$ cat src/rtl/qbpp_pkg.sv
package qbpp_pkg;

  localparam int unsigned QUEUE_DEPTH_DEFAULT = 5;
  localparam int unsigned QUEUE_DEPTH_MAX     = 16;

  localparam logic [15:0] SHORT_BEEP_RESET  = 16'd50;
  localparam logic [15:0] LONG_BEEP_RESET   = 16'd250;
  localparam logic [15:0] SHORT_PAUSE_RESET = 16'd100;
  localparam logic [15:0] LONG_PAUSE_RESET  = 16'd500;

  // highest code that has a melody
  localparam logic [2:0] LAST_MELODY_CODE = 3'd4;

  typedef enum logic [1:0] {
    REG_SHORT_BEEP  = 2'd0,
    REG_LONG_BEEP   = 2'd1,
    REG_SHORT_PAUSE = 2'd2,
    REG_LONG_PAUSE  = 2'd3
  } cfg_reg_e;

  typedef struct packed {
    logic [15:0] short_beep_ms;
    logic [15:0] long_beep_ms;
    logic [15:0] short_pause_ms;
    logic [15:0] long_pause_ms;
  } cfg_t;

  typedef struct packed {
    logic enq;
    logic deq;
  } queue_ctrl_t;

  typedef struct packed {
    logic       empty;
    logic       full;
    logic [2:0] head_code;
  } queue_stat_t;

  typedef struct packed {
    logic        started;
    logic [11:0] pitch_hz;
    logic [15:0] length_ms;
    logic        active;
  } play_res_t;

  // note: bit 3 marks a long beep, bits 2:0 index the tone table
  function automatic logic [11:0] tone_hz(input logic [2:0] idx);
    logic [11:0] hz;
    case (idx)
      3'd0:    hz = 12'd2349;
      3'd1:    hz = 12'd2489;
      3'd2:    hz = 12'd2637;
      3'd3:    hz = 12'd2793;
      3'd4:    hz = 12'd2959;
      3'd5:    hz = 12'd3135;
      3'd6:    hz = 12'd880;
      3'd7:    hz = 12'd2217;
      default: hz = 12'd0;
    endcase
    return hz;
  endfunction

  function automatic logic [2:0] melody_length(input logic [2:0] code);
    logic [2:0] len;
    case (code)
      3'd1:    len = 3'd4;
      3'd2:    len = 3'd2;
      3'd3:    len = 3'd3;
      3'd4:    len = 3'd3;
      default: len = 3'd0;
    endcase
    return len;
  endfunction

  function automatic logic [3:0] melody_note(input logic [2:0] code,
                                             input logic [1:0] pos);
    logic [3:0] note;
    note = 4'd0;
    case (code)
      3'd1: begin
        case (pos)
          2'd0:    note = 4'd2;
          2'd1:    note = 4'd0;
          2'd2:    note = 4'd4;
          default: note = 4'd5;
        endcase
      end
      3'd3: begin
        case (pos)
          2'd0:    note = 4'd12;
          2'd1:    note = 4'd2;
          default: note = 4'd0;
        endcase
      end
      3'd4: begin
        case (pos)
          2'd0:    note = 4'd0;
          2'd1:    note = 4'd2;
          2'd2:    note = 4'd4;
          default: note = 4'd0;
        endcase
      end
      default: note = 4'd0;
    endcase
    return note;
  endfunction

endpackage

$ cat src/rtl/qbpp_if.sv
interface qbpp_cmd_if;
  logic       valid;
  logic       ready;
  logic       action;
  logic [2:0] status_code;

  modport source (output valid, action, status_code, input ready);
  modport sink (input valid, action, status_code, output ready);
endinterface

interface qbpp_rsp_if;
  logic        valid;
  logic        ready;
  logic        enqueue_accepted;
  logic        beep_start;
  logic [11:0] beep_pitch_hz;
  logic [15:0] beep_length_ms;
  logic        pattern_active;
  logic [2:0]  queue_count;

  modport source (output valid, enqueue_accepted, beep_start, beep_pitch_hz,
                  beep_length_ms, pattern_active, queue_count, input ready);
  modport sink (input valid, enqueue_accepted, beep_start, beep_pitch_hz,
                beep_length_ms, pattern_active, queue_count, output ready);
endinterface

interface qbpp_cfg_if;
  logic        valid;
  logic        ready;
  logic [1:0]  index;
  logic [15:0] data;

  modport source (output valid, index, data, input ready);
  modport sink (input valid, index, data, output ready);
endinterface

$ cat src/rtl/queued_beep_pattern_player.sv
// Status melody player with a small code queue. Each command transaction is
// either an enqueue of a status code (codes 1 to 4 carry a melody, others are
// dropped when they reach the head) or one millisecond tick of the player.
// Every command gives exactly one response transaction. Commands pass an input
// register and the response register, so a new command is taken every
// cycle when the response side is not stalled; the whole queue, timer and
// melody step is combinational between those registers. The user writes beep
// and pause lengths through the config port while no command is in flight
// (not enforced by the block); they reset to 50, 250, 100 and 500 ticks.
module queued_beep_pattern_player #(
  parameter int unsigned QUEUE_DEPTH = qbpp_pkg::QUEUE_DEPTH_DEFAULT
) (
  input  logic        clk,
  input  logic        rst,
  qbpp_cmd_if.sink    cmd,
  qbpp_rsp_if.source  rsp,
  qbpp_cfg_if.sink    cfg
);

  localparam int unsigned CNTW = $clog2(QUEUE_DEPTH + 1);

  qbpp_pkg::cfg_t        regs;
  qbpp_pkg::queue_ctrl_t qctrl;
  qbpp_pkg::queue_stat_t qstat;
  qbpp_pkg::play_res_t   pres;

  logic            s1_valid;
  logic            s1_action;
  logic [2:0]      s1_code;
  logic            s1_adv;
  logic            tick;
  logic            accepted;
  logic            deq;
  logic [CNTW-1:0] fill_next;

  assign s1_adv    = s1_valid && (!rsp.valid || rsp.ready);
  assign cmd.ready = !s1_valid || s1_adv;

  assign tick       = s1_adv && !s1_action;
  assign qctrl.enq  = s1_adv && s1_action;
  assign qctrl.deq  = deq;

  qbpp_config u_config (
    .clk  (clk),
    .rst  (rst),
    .cfg  (cfg),
    .regs (regs)
  );

  qbpp_queue #(
    .QUEUE_DEPTH (QUEUE_DEPTH)
  ) u_queue (
    .clk       (clk),
    .rst       (rst),
    .ctrl      (qctrl),
    .enq_code  (s1_code),
    .stat      (qstat),
    .accepted  (accepted),
    .fill_next (fill_next)
  );

  qbpp_player u_player (
    .clk   (clk),
    .rst   (rst),
    .tick  (tick),
    .regs  (regs),
    .qstat (qstat),
    .deq   (deq),
    .res   (pres)
  );

  always_ff @(posedge clk) begin
    if (rst) begin
      s1_valid <= 1'b0;
    end else if (cmd.ready) begin
      s1_valid <= cmd.valid;
    end
  end

  always_ff @(posedge clk) begin
    if (cmd.ready && cmd.valid) begin
      s1_action <= cmd.action;
      s1_code   <= cmd.status_code;
    end
  end

  always_ff @(posedge clk) begin
    if (rst) begin
      rsp.valid <= 1'b0;
    end else if (s1_adv) begin
      rsp.valid <= 1'b1;
    end else if (rsp.ready) begin
      rsp.valid <= 1'b0;
    end
  end

  always_ff @(posedge clk) begin
    if (s1_adv) begin
      rsp.enqueue_accepted <= accepted;
      rsp.beep_start       <= pres.started;
      rsp.beep_pitch_hz    <= pres.pitch_hz;
      rsp.beep_length_ms   <= pres.length_ms;
      rsp.pattern_active   <= pres.active;
      rsp.queue_count      <= 3'(fill_next);
    end
  end

endmodule

$ cat src/rtl/qbpp_config.sv
module qbpp_config (
  input  logic              clk,
  input  logic              rst,
  qbpp_cfg_if.sink          cfg,
  output qbpp_pkg::cfg_t    regs
);

  assign cfg.ready = 1'b1;

  always_ff @(posedge clk) begin
    if (rst) begin
      regs.short_beep_ms  <= qbpp_pkg::SHORT_BEEP_RESET;
      regs.long_beep_ms   <= qbpp_pkg::LONG_BEEP_RESET;
      regs.short_pause_ms <= qbpp_pkg::SHORT_PAUSE_RESET;
      regs.long_pause_ms  <= qbpp_pkg::LONG_PAUSE_RESET;
    end else if (cfg.valid) begin
      case (qbpp_pkg::cfg_reg_e'(cfg.index))
        qbpp_pkg::REG_SHORT_BEEP:  regs.short_beep_ms  <= cfg.data;
        qbpp_pkg::REG_LONG_BEEP:   regs.long_beep_ms   <= cfg.data;
        qbpp_pkg::REG_SHORT_PAUSE: regs.short_pause_ms <= cfg.data;
        qbpp_pkg::REG_LONG_PAUSE:  regs.long_pause_ms  <= cfg.data;
        default: ;
      endcase
    end
  end

endmodule

$ cat src/rtl/qbpp_queue.sv
module qbpp_queue #(
  parameter int unsigned QUEUE_DEPTH = qbpp_pkg::QUEUE_DEPTH_DEFAULT,
  localparam int unsigned IDXW = (QUEUE_DEPTH > 1) ? $clog2(QUEUE_DEPTH) : 1,
  localparam int unsigned CNTW = $clog2(QUEUE_DEPTH + 1)
) (
  input  logic                    clk,
  input  logic                    rst,
  input  qbpp_pkg::queue_ctrl_t   ctrl,
  input  logic [2:0]              enq_code,
  output qbpp_pkg::queue_stat_t   stat,
  output logic                    accepted,
  output logic [CNTW-1:0]         fill_next
);

  localparam logic [IDXW:0]   DEPTH_W = (IDXW + 1)'(QUEUE_DEPTH);
  localparam logic [IDXW-1:0] LAST_IDX = IDXW'(QUEUE_DEPTH - 1);

  logic [2:0]      slots [QUEUE_DEPTH];
  logic [IDXW-1:0] head;
  logic [IDXW-1:0] head_next;
  logic [CNTW-1:0] fill;
  logic [IDXW:0]   tail_sum;
  logic [IDXW-1:0] tail;
  logic            do_deq;

  assign stat.empty     = (fill == '0);
  assign stat.full      = (fill == CNTW'(QUEUE_DEPTH));
  assign stat.head_code = slots[head];

  assign accepted = ctrl.enq && !stat.full;
  assign do_deq   = ctrl.deq && !stat.empty;

  // head + fill stays below twice the depth, one subtract wraps it
  assign tail_sum = {1'b0, head} + (IDXW + 1)'(fill);
  assign tail     = (tail_sum >= DEPTH_W) ? IDXW'(tail_sum - DEPTH_W) : IDXW'(tail_sum);

  assign head_next = (head == LAST_IDX) ? '0 : head + 1'b1;

  always_comb begin
    fill_next = fill;
    if (accepted) begin
      fill_next = fill + 1'b1;
    end else if (do_deq) begin
      fill_next = fill - 1'b1;
    end
  end

  always_ff @(posedge clk) begin
    if (rst) begin
      head <= '0;
      fill <= '0;
    end else begin
      fill <= fill_next;
      if (do_deq) begin
        head <= head_next;
      end
    end
  end

  always_ff @(posedge clk) begin
    if (accepted) begin
      slots[tail] <= enq_code;
    end
  end

endmodule

$ cat src/rtl/qbpp_player.sv
module qbpp_player (
  input  logic                  clk,
  input  logic                  rst,
  input  logic                  tick,
  input  qbpp_pkg::cfg_t        regs,
  input  qbpp_pkg::queue_stat_t qstat,
  output logic                  deq,
  output qbpp_pkg::play_res_t   res
);

  logic [16:0] wait_counter;
  logic [16:0] wait_counter_next;
  logic [2:0]  note_position;
  logic [2:0]  note_position_next;
  logic        playing;
  logic        playing_next;
  logic [2:0]  current_code;
  logic [2:0]  current_code_next;

  logic        expired;
  logic        keep;
  logic [3:0]  note;
  logic [15:0] dur;

  assign expired = (wait_counter == '0);
  assign note    = qbpp_pkg::melody_note(current_code_next, note_position[1:0]);
  assign dur     = note[3] ? regs.long_beep_ms : regs.short_beep_ms;

  always_comb begin
    wait_counter_next  = expired ? wait_counter : wait_counter - 1'b1;
    note_position_next = note_position;
    playing_next       = playing;
    current_code_next  = current_code;
    keep               = 1'b1;
    res.started        = 1'b0;
    res.pitch_hz       = '0;
    res.length_ms      = '0;

    if (!qstat.empty) begin
      keep = 1'b0;
      if (qstat.head_code <= qbpp_pkg::LAST_MELODY_CODE) begin
        if (!playing) begin
          current_code_next = qstat.head_code;
        end
        if (qstat.head_code != '0) begin
          playing_next = 1'b1;
        end
        if (expired && playing_next) begin
          if (note_position < qbpp_pkg::melody_length(current_code_next)) begin
            res.started        = 1'b1;
            res.pitch_hz       = qbpp_pkg::tone_hz(note[2:0]);
            res.length_ms      = dur;
            wait_counter_next  = {1'b0, dur} + {1'b0, regs.short_pause_ms};
            note_position_next = note_position + 1'b1;
          end else begin
            // pattern finished: long gap, code leaves the queue
            wait_counter_next  = {1'b0, regs.long_pause_ms};
            note_position_next = '0;
            playing_next       = 1'b0;
          end
        end
        keep = playing_next;
      end
    end

    if (!tick) begin
      res.started   = 1'b0;
      res.pitch_hz  = '0;
      res.length_ms = '0;
    end

    res.active = tick ? playing_next : playing;
  end

  assign deq = tick && !keep;

  always_ff @(posedge clk) begin
    if (rst) begin
      wait_counter  <= '0;
      note_position <= '0;
      playing       <= 1'b0;
      current_code  <= '0;
    end else if (tick) begin
      wait_counter  <= wait_counter_next;
      note_position <= note_position_next;
      playing       <= playing_next;
      current_code  <= current_code_next;
    end
  end

endmodule
$ cat src/flat_wrapper.sv
// flat-port wrapper written by rule: the top's interface ports become plain ports
module queued_beep_pattern_player_flat 
#(
  parameter int unsigned QUEUE_DEPTH = qbpp_pkg::QUEUE_DEPTH_DEFAULT
)
  (clk, rst, cmd_valid, cmd_action, cmd_status_code, cmd_ready, rsp_valid, rsp_enqueue_accepted, rsp_beep_start, rsp_beep_pitch_hz, rsp_beep_length_ms, rsp_pattern_active, rsp_queue_count, rsp_ready, cfg_valid, cfg_index, cfg_data, cfg_ready);
  qbpp_cmd_if cmd_i ();
  qbpp_rsp_if rsp_i ();
  qbpp_cfg_if cfg_i ();
  input  logic clk;
  input  logic rst;
  input wire logic [$bits(cmd_i.valid)-1:0] cmd_valid;
  input wire logic [$bits(cmd_i.action)-1:0] cmd_action;
  input wire logic [$bits(cmd_i.status_code)-1:0] cmd_status_code;
  output wire logic [$bits(cmd_i.ready)-1:0] cmd_ready;
  output wire logic [$bits(rsp_i.valid)-1:0] rsp_valid;
  output wire logic [$bits(rsp_i.enqueue_accepted)-1:0] rsp_enqueue_accepted;
  output wire logic [$bits(rsp_i.beep_start)-1:0] rsp_beep_start;
  output wire logic [$bits(rsp_i.beep_pitch_hz)-1:0] rsp_beep_pitch_hz;
  output wire logic [$bits(rsp_i.beep_length_ms)-1:0] rsp_beep_length_ms;
  output wire logic [$bits(rsp_i.pattern_active)-1:0] rsp_pattern_active;
  output wire logic [$bits(rsp_i.queue_count)-1:0] rsp_queue_count;
  input wire logic [$bits(rsp_i.ready)-1:0] rsp_ready;
  input wire logic [$bits(cfg_i.valid)-1:0] cfg_valid;
  input wire logic [$bits(cfg_i.index)-1:0] cfg_index;
  input wire logic [$bits(cfg_i.data)-1:0] cfg_data;
  output wire logic [$bits(cfg_i.ready)-1:0] cfg_ready;
  assign cmd_i.valid = cmd_valid;
  assign cmd_i.action = cmd_action;
  assign cmd_i.status_code = cmd_status_code;
  assign cmd_ready = cmd_i.ready;
  assign rsp_valid = rsp_i.valid;
  assign rsp_enqueue_accepted = rsp_i.enqueue_accepted;
  assign rsp_beep_start = rsp_i.beep_start;
  assign rsp_beep_pitch_hz = rsp_i.beep_pitch_hz;
  assign rsp_beep_length_ms = rsp_i.beep_length_ms;
  assign rsp_pattern_active = rsp_i.pattern_active;
  assign rsp_queue_count = rsp_i.queue_count;
  assign rsp_i.ready = rsp_ready;
  assign cfg_i.valid = cfg_valid;
  assign cfg_i.index = cfg_index;
  assign cfg_i.data = cfg_data;
  assign cfg_ready = cfg_i.ready;
  queued_beep_pattern_player #(.QUEUE_DEPTH(QUEUE_DEPTH)) u_core (.clk(clk), .rst(rst), .cmd(cmd_i), .rsp(rsp_i), .cfg(cfg_i));
endmodule
$ cat config.mk
export PLATFORM = sky130hd
export DESIGN_NAME = queued_beep_pattern_player_flat
export DESIGN_NICKNAME = d
export VERILOG_FILES = /design/src/rtl/qbpp_pkg.sv /design/src/rtl/qbpp_if.sv /design/src/rtl/queued_beep_pattern_player.sv /design/src/rtl/qbpp_config.sv /design/src/rtl/qbpp_queue.sv /design/src/rtl/qbpp_player.sv /design/src/flat_wrapper.sv
export SDC_FILE = /design/constraint.sdc
export NUM_CORES = 1
export LEC_CHECK = 0
export ABC_AREA = 1
export BUFFER_PORTS_ARGS = -buffer_cell sky130_fd_sc_hd__buf_2
export CAP_MARGIN = 10
export CORE_MARGIN = 10
export CORE_UTILIZATION = 55
export CTS_CLUSTER_DIAMETER = 40
export DETAILED_ROUTE_END_ITERATION = 7
export PLACE_DENSITY = 0.74
export SLEW_MARGIN = 20
export SYNTH_ARGS = -nofsm -noshare
export SYNTH_HDL_FRONTEND = slang
export SYNTH_HIERARCHICAL = 1
export SYNTH_SLANG_ARGS = --single-unit
$ cat constraint.sdc
create_clock -name clk -period 4.79 [get_ports clk]
set_input_delay 0.958 -clock clk [delete_from_list [all_inputs] [get_ports clk]]
set_output_delay 0.958 -clock clk [all_outputs]
set_load 0.05 [all_outputs]
# Word level (Yosys, flattened, before mapping)
# Memories as Yosys holds them, arrays and structs flattened. A register that Yosys moved wholly into a read port is not among the register bits.
# Cells that the tools add are included.
# word_totals
reg_bits	134
ram_bits	15
mem_bits_ro	96
in_bits	27
elab_cells	123
memories	2
# mem_list
name	depth	width	rd	rd_ports_with_merged_regs	write_ports	line	rtl
(no name shown)	8	12	1	0	0	qbpp_pkg.sv:49	case (idx)
u_core.u_queue.slots	5	3	1	1	1	qbpp_queue.sv:18	logic [2:0] slots [QUEUE_DEPTH];
# op_classes
addsub	8
n_lt_le_gt_ge	3
eq_ne	14
mux	41
bitwise	5
reduce_logical	30
# op_table
operator	n
$mux W17	5
$mux W3	15
$mux W29	1
$pmux W3 S3	2
$add A16 B16 Y17	1
$logic_not A17 Y1	1
$sub A17 B1 Y17 const B	1
$mux W16	1
$mux W1	14
$eq A3 B3 Y1 const B	4
$pmux W4 S3	1
$add A3 B1 Y3 const B	3
$eq A3 B2 Y1 const B	3
$logic_and A1 B1 Y1	8
$pmux W4 S2	1
$reduce_and A2 Y1	4
$eq A2 B2 Y1 const B	3
$eq A3 B1 Y1 const B	2
$logic_not A1 Y1	6
$pmux W3 S2	1
$not A1 Y1	5
$reduce_or A5 Y1	1
$add A3 B3 Y4	1
$eq A2 B1 Y1 const B	2
13 further kinds	15

# Logic depth before layout (Yosys ltp)
# Gate-level depths: netlist of the first run.
# depth
ltp_word	19
depth_mapped	29
mapped_depth_nobuf	28

# Cells and area by module
# The synthesis of the first run kept the hierarchy.
# by_module_without_submodules
mod	n_inst	cells_per_inst	area_each_um2	seq_area_each_um2
qbpp_player	1	655	3619.7	480.5
qbpp_config	1	382	2593.7	1281.2
qbpp_queue	1	148	1307.5	630.6
queued_beep_pattern_player	1	54	1246.2	1181.1

# Worst setup path before layout of the first run
# OpenSTA, ideal clock, no wires.
# synth_timing
path_kind	register to register
start	register with a tool-made name
end	register u_core.u_player.wait_counter[14]
t_arrival_ns	3.316
required_time_ns	4.719
setup_slack_ns	1.403
path_stages_with_launch	28
n_path_buf	1
synth_period_minus_slack_ns	3.387
cell_sequence	dfxtp_1 > nor2_1 > nor2_1 > o21ai_0 > a31oi_1 > inv_1 > nand2_1 > nand2_1 > nand2_1 > o21ai_1 > nor2_2 > nand3_2 > buf_2 > nand2_1 > o21ai_1 > ha_1 > fa_1 > nand3_1 > nand3_1 > nand2_1 > nand2_1 > nand2_1 > nand2_1 > nand2_1 > nand2_1 > o21ai_1 > nand2_1 > a21oi_1
# synth_rtl
item	line	rtl
end signal, assigned	qbpp_player.sv:84	wait_counter <= wait_counter_next;
end, declared	qbpp_player.sv:11	logic [16:0] wait_counter;

==> results.rst, run 1 <==
.. list-table::
   :header-rows: 1

   * - Metric
     - Value
   * - Final setup fails
     - 0
   * - Number of design rule violations left after detail routing
     - 0
   * - Share of cells above drive strength 1
     - 10.95%
   * - Count of vias placed by the detailed router
     - 7774
   * - Final-layout fill cell count
     - 1477
   * - Largest buffer count on any clock path
     - 2
   * - HP Class
     - register to register
   * - Final estimated routing congestion in global placement
     - 1.033
   * - Final antenna-violating net count
     - 0
   * - Top achievable clock speed
     - 0.2400 GHz
   * - Vias per std cell
     - 5.138
   * - Max rail drop VDD
     - roughly 0.00033 V
   * - CTS root buffer
     - sky130_fd_sc_hd__clkbuf_16
   * - WHS Path Cells
     - 2
   * - Total Routed Length
     - about 21000 um
   * - Mean instance size in the synthesized netlist
     - 7.079 um2
   * - Max capacitance violation total
     - 0
   * - Worst-Skew Late Latency
     - between 0.4 and 0.5 ns
   * - Initial Utilization
     - 55.57%
   * - Antenna violations before repair
     - 0
   * - Final period util
     - 87.00%
   * - Count of clock tree sinks
     - 152
   * - Worst-margin pin slew
     - 0.9760 ns
   * - Placeable Area
     - 15770 um2
   * - Overall global routing resource usage
     - 19.38%
   * - Worst slack at placement
     - 0.7697 ns
   * - Routed length on met2
     - roughly 10000 um
   * - Total setup buffers inserted after CTS
     - 0
   * - Area of the mapped netlist
     - 8763 um2
   * - Total nets after synthesis
     - 1308
   * - Routed metal-1 wire length
     - 9344 um
   * - CTS buffer count
     - 17
   * - Startpoint class of the critical path
     - register
   * - Met3 layer wire length in the routed design
     - around 970 um
   * - Setup tns final
     - 0 ns
   * - CTS tree
     - built
   * - CTS Hold Buffers Added
     - 0
   * - # resized after CTS
     - 0
   * - Shortest clock period the worst path allows after layout
     - 4.167 ns
   * - Clock slew at the register clock pins of the worst setup and hold paths
     - ~0.070 ns
   * - Per-cell routed wire length
     - 13.83 um
   * - Total global routing overflow
     - 0
   * - Placed wire-length estimate after detailed placement
     - approximately 15000 um
   * - Count of input and output buffers
     - 62
   * - Antenna diode count
     - 0
   * - Uppermost layer routed
     - met4
   * - Worst clock skew
     - 0.009178 ns
   * - Final Hold Violating Endpoints
     - 0
   * - Synth Instances
     - 1238
   * - Number of global-route vias before repair
     - 7117
   * - Io pins
     - 64
   * - Global-route wire length before repair
     - 34510 um
   * - Required arrival time at the worst endpoint
     - 5.07 ns
   * - H-Tree Level Count
     - 4
   * - Die boundary height
     - 146.2 um
   * - Worst-case reg-to-reg path depth
     - 24
   * - Synth warnings
     - 6
   * - Synth-to-Final Area Change
     - 11.26%
   * - Final Instance Area
     - slightly below 10000 um2
   * - Arrival time worst endpoint
     - 4.45 ns
   * - Seq. cell area
     - 3573 um2
   * - Largest net degree at the start of global routing
     - 65
   * - Status
     - finished, final reports clean
   * - WS Path Type
     - register to register
   * - Die area
     - 21380 um2
   * - Placement-stage cell area
     - approximately 9000 um2
   * - PD cells
     - between 300 and 400 nW/um2
   * - Std cell rows
     - 46
   * - Final Max Tran Viols
     - 0
   * - Post-layout power
     - 3.691 mW
   * - Violation count after the first detailed-route iteration
     - around 580
   * - Leakage
     - between 4 and 5 nW
   * - Category of the worst setup path capture point
     - register
   * - Maximum fanout along the worst path
     - 19
   * - Max-slew headroom at the worst pin
     - between 30% and 40%
   * - Multi-input combinational cell area
     - approximately 4200 um2
   * - Setup repair after global routing missed its margin
     - no
   * - Worst-case setup margin in the final layout
     - 0.6226 ns
   * - Die X-Extent
     - approximately 150 um
   * - Nets
     - 1354
   * - Router iterations before antenna repair
     - 5
==> cells in the final DEF, fill, tap and decap left out, types with 6 or more instances in the layout <==
cell	instances
sky130_fd_sc_hd__a21oi_1	66
sky130_fd_sc_hd__buf_2	62
sky130_fd_sc_hd__clkbuf_16	18
sky130_fd_sc_hd__dfxtp_1	99
sky130_fd_sc_hd__edfxtp_1	53
sky130_fd_sc_hd__ha_1	41
sky130_fd_sc_hd__inv_1	184
sky130_fd_sc_hd__inv_2	6
sky130_fd_sc_hd__nand2_1	334
sky130_fd_sc_hd__nand2_2	10
sky130_fd_sc_hd__nand3_1	105
sky130_fd_sc_hd__nand3_2	7
sky130_fd_sc_hd__nand3b_1	10
sky130_fd_sc_hd__nand4_1	15
sky130_fd_sc_hd__nor2_1	175
sky130_fd_sc_hd__nor2_2	6
sky130_fd_sc_hd__o21ai_0	21
sky130_fd_sc_hd__o21ai_1	19
sky130_fd_sc_hd__xor2_1	8
==> critical path, stage by stage, from the launching register on <==
cell	delay (ns)
sky130_fd_sc_hd__dfxtp_1	0.44
sky130_fd_sc_hd__nor2_1	0.09
sky130_fd_sc_hd__nor2_1	0.12
sky130_fd_sc_hd__o21ai_0	0.12
sky130_fd_sc_hd__a31oi_1	0.20
sky130_fd_sc_hd__inv_1	0.11
sky130_fd_sc_hd__nand2_1	0.10
sky130_fd_sc_hd__nand2_1	0.09
sky130_fd_sc_hd__nand2_1	0.15
sky130_fd_sc_hd__o21ai_1	0.12
sky130_fd_sc_hd__nor2_2	0.22
sky130_fd_sc_hd__nand3_2	0.36
sky130_fd_sc_hd__buf_4	0.34
sky130_fd_sc_hd__o21ai_1	0.26
sky130_fd_sc_hd__ha_1	0.33
sky130_fd_sc_hd__nand2_1	0.09
sky130_fd_sc_hd__nand2_1	0.06
sky130_fd_sc_hd__a21oi_1	0.20
sky130_fd_sc_hd__nand3_1	0.17
sky130_fd_sc_hd__nor2_1	0.12
sky130_fd_sc_hd__nor2_1	0.05
sky130_fd_sc_hd__nand2_1	0.06
sky130_fd_sc_hd__nand2_1	0.07
sky130_fd_sc_hd__nand3_1	0.08
sky130_fd_sc_hd__a21oi_1	0.06
==> where the power goes <==
group	leakage [nW]	switching, mW	internal, mW
registers	1.31	0.0481	1.40
logic	3.17	0.601	0.298
clock network	0.292	0.577	0.767
total	4.78	1.23	2.46
==> area by class of cell <==
cell class,instances,share of cell area (%)
Sequential cell,152,36.65
Tap cell,216,2.772
Multi-Input combinational cell,852,43.30
Timing Repair Buffer,67,3.567
Clock inverter,14,1.566
Inverter,194,7.532
Clock buffer,18,4.620
==> registers in the layout (all words and copies together), names as in the netlist, 3 cells and up, named ones only <==
name                           flops
u_core/rsp.beep_pitch_hz          12
u_core/rsp.queue_count             3
u_core/u_player/wait_counter      17
u_core/u_player/current_code       3
u_core/s1_code                     3
u_core/rsp.beep_length_ms         16
u_core/u_player/note_position      3
u_core/u_queue/head                3
u_core/u_queue/slots              15
u_core/u_config/regs              64
u_core/u_queue/fill                3
==> path summary, 6_finish.rpt <==
| kind | from | end | slack, ns |
|---|---|---|---|
| worst max-delay path | register | u_core/u_player/wait_counter[11] | 0.62 |
| worst min-delay path | u_core/u_config/regs[52] | u_core/u_config/regs[52] | 0.46 |
| worst max register to register | register | u_core/u_player/wait_counter[11] | 0.62 |
| worst min register to register | u_core/u_config/regs[52] | u_core/u_config/regs[52] | 0.46 |
==> metrics by stage <==
step           util [%]  hold WS, ns  cells
6_report          61.83       0.4638   1513
5_1_grt           61.83       0.4956   1513
4_1_cts           61.82       0.4614   1513
3_5_place_dp      58.00       0.4449   1481
3_3_place_gp      58.00       0.4418   1481
2_1_floorplan         -       0.4292   1238
==> metal layers <==
metal	up-vias	global-route usage [%]
met5	-	0
met1	3541	24.30
met2	210	32.85
met4	0	6.256
li1	3996	-
met3	27	3.708
Power figures use the tool's default switching activity.
==> run 2, diff against run 1 <==
--- a/config.mk
+++ b/config.mk
@@ -6,7 +6,7 @@
 export NUM_CORES = 1
 export LEC_CHECK = 0
 export ABC_AREA = 1
-export BUFFER_PORTS_ARGS = -buffer_cell sky130_fd_sc_hd__buf_2
+export BUFFER_PORTS_ARGS = -buffer_cell sky130_fd_sc_hd__clkbuf_2
 export CAP_MARGIN = 10
 export CORE_MARGIN = 10
 export CORE_UTILIZATION = 55
==> results.rst, run 2 (synthesized netlist as in run 1, its figures left out) <==
.. list-table::
   :header-rows: 1

   * - Metric
     - Value
   * - Status
     - finished, final reports clean
   * - Worst-margin pin slew
     - 0.9427 ns
   * - Io pins
     - 64
   * - CTS buffer count
     - 17
   * - Required arrival time at the worst endpoint
     - 5.06 ns
   * - Shortest clock period the worst path allows after layout
     - 4.161 ns
   * - Router iterations before antenna repair
     - 5
   * - Routed length on met2
     - between 10000 and 15000 um
   * - Flip-flop count of the largest register after layout
     - 64
   * - Post-layout power
     - about 3.6 mW
   * - Vias per std cell
     - 5.073
   * - Overall global routing resource usage
     - 19.67%
   * - Max rail drop VDD
     - 0.0002672 V
   * - CTS Hold Buffers Added
     - 0
   * - Max-slew headroom at the worst pin
     - a little under two fifths
   * - Reg-to-reg slack, setup
     - 0.63 ns
   * - CTS root buffer
     - sky130_fd_sc_hd__clkbuf_16
   * - Setup repair after global routing missed its margin
     - no
   * - Seq. cell area
     - around 3600 um2
   * - Worst clock skew
     - 0.02310 ns
   * - Routed metal-1 wire length
     - 9459 um
   * - Final period util
     - between 80% and 90%
   * - Final Hold Violating Endpoints
     - 0
   * - Register with the highest flop count
     - u_core/u_config/regs
   * - Final antenna-violating net count
     - 0
   * - Arrival time worst endpoint
     - 4.43 ns
   * - Die X-Extent
     - 146.2 um
   * - Final-layout fill cell count
     - 1476
   * - Total setup buffers inserted after CTS
     - 0
   * - Most frequent standard cell in the layout excluding fill and tap cells
     - sky130_fd_sc_hd__nand2_1
   * - Top Registers
     - u_core/u_config/regs x64, u_core/u_player/wait_counter x17, u_core/rsp.beep_length_ms x16
   * - PD cells
     - 367.7 nW/um2
   * - Std cell rows
     - 46
   * - Final setup fails
     - 0
   * - Worst-Skew Late Latency
     - 0.43 ns
   * - Total instance count after detailed placement
     - 1482
   * - Largest net degree at the start of global routing
     - between 50 and 60
   * - Highest-count cells in the layout ignoring fill and taps
     - sky130_fd_sc_hd__nand2_1 (334), sky130_fd_sc_hd__inv_1 (183), sky130_fd_sc_hd__nor2_1 (175)
   * - Violation count after the first detailed-route iteration
     - 563
   * - Number of design rule violations left after detail routing
     - 0
   * - Final estimated routing congestion in global placement
     - ~1.0
   * - # resized after CTS
     - 0
   * - Top achievable clock speed
     - 0.2403 GHz
   * - Category of the worst setup path capture point
     - register
   * - Total global routing overflow
     - 0
   * - Uppermost layer routed
     - met4
   * - Per-cell routed wire length
     - between 10 and 15 um
   * - Leakage
     - 4.756 nW
   * - Placed wire-length estimate after detailed placement
     - 15580 um
   * - Nets
     - 1355
   * - Synth-to-Final Area Change
     - 10.58%
   * - Startpoint class of the critical path
     - register
   * - Antenna diode count
     - 0
   * - Count of input and output buffers
     - 62
   * - Global-route wire length before repair
     - 35020 um
   * - Clock slew at the register clock pins of the worst setup and hold paths
     - 0.06 ns
   * - Share of cells above drive strength 1
     - 10.79%
   * - Count of vias placed by the detailed router
     - 7680
   * - HP Class
     - register to register
   * - Maximum fanout along the worst path
     - 19
   * - CTS tree
     - built
   * - Count of clock tree sinks
     - 152
   * - Placeable Area
     - 15770 um2
   * - Number of global-route vias before repair
     - 7190
   * - Multi-input combinational cell area
     - 4222 um2
   * - H-Tree Level Count
     - 4
   * - Die area
     - approximately 21000 um2
   * - Antenna violations before repair
     - 0
   * - Final Max Tran Viols
     - 0
   * - WS Path Type
     - register to register
   * - Max capacitance violation total
     - 0
   * - Post-route insts no fill
     - 1514
   * - Total Routed Length
     - around 21000 um
   * - Hold wc startpoint
     - u_core/u_config/regs[49]
   * - Met3 layer wire length in the routed design
     - 801 um
   * - Largest buffer count on any clock path
     - 2
   * - Setup tns final
     - 0 ns
   * - Initial Utilization
     - 55.57%
   * - Die boundary height
     - 146.2 um
[run 2: changes by cell type in the layout (fill, tap and decap cells not counted), sizes merged]
cell,change
buf,-61
clkbuf,+62
bufinv,-1
inv,-3
clkinv,+4
[run 2: worst paths after layout]
path,to,depth (start not counted)
max reg2reg,u_core/u_player/wait_counter[11],24
max,u_core/u_player/wait_counter[11],24
min reg2reg,u_core/u_config/regs[49],2
min,u_core/u_config/regs[49],2
[run 2: critical path, stage by stage (launching register included)]
cell	delay [ns]
sky130_fd_sc_hd__dfxtp_1	0.43
sky130_fd_sc_hd__nor2_1	0.09
sky130_fd_sc_hd__nor2_1	0.13
sky130_fd_sc_hd__o21ai_0	0.10
sky130_fd_sc_hd__a31oi_1	0.16
sky130_fd_sc_hd__inv_1	0.09
sky130_fd_sc_hd__nand2_1	0.10
sky130_fd_sc_hd__nand2_1	0.09
sky130_fd_sc_hd__nand2_1	0.16
sky130_fd_sc_hd__o21ai_1	0.12
sky130_fd_sc_hd__nor2_2	0.24
sky130_fd_sc_hd__nand3_2	0.36
sky130_fd_sc_hd__buf_4	0.34
sky130_fd_sc_hd__o21ai_1	0.27
sky130_fd_sc_hd__ha_1	0.33
sky130_fd_sc_hd__nand2_1	0.08
sky130_fd_sc_hd__nand2_1	0.06
sky130_fd_sc_hd__a21oi_1	0.21
sky130_fd_sc_hd__nand3_1	0.18
sky130_fd_sc_hd__nor2_1	0.13
sky130_fd_sc_hd__nor2_1	0.06
sky130_fd_sc_hd__nand2_1	0.06
sky130_fd_sc_hd__nand2_1	0.07
sky130_fd_sc_hd__nand3_1	0.07
sky130_fd_sc_hd__a21oi_1	0.05
[run 2: layout make-up]
type                    count  area share (%)
repair buffers             68           3.667
inverters                 194           7.566
multi-input cells         852           43.56
clock inverters            14           1.007
clock buffers              18           4.532
well taps                 216           2.789
flip-flops and latches    152           36.88
[run 2: metal layers]
| metal | vias up | global-route usage [%] |
|---|---|---|
| li1 | 3991 | - |
| met1 | 3463 | 24.34 |
| met2 | 187 | 32.37 |
| met3 | 39 | 3.646 |
| met4 | 0 | 9.459 |
| met5 | - | 0 |
[run 2: metrics by stage]
stage               utilization, %  setup WS, ns  hold slack, ns  cell area, um2
floorplan                        -         1.403          0.4292            8763
global placement             58.05        0.8514          0.4418            9154
detailed placement           58.05        0.7270          0.4443            9154
CTS                          61.45        0.7020          0.4611            9691
global route                 61.45       0.09373          0.4901            9691
finish                       61.45        0.6289          0.4584            9691
[run 2: power by group]
part	internal [mW]	leakage, nW	total [mW]	switching [mW]
registers	1.40	1.31	1.45	0.0480
clock network	0.676	0.261	1.22	0.546
logic	0.298	3.18	0.893	0.595
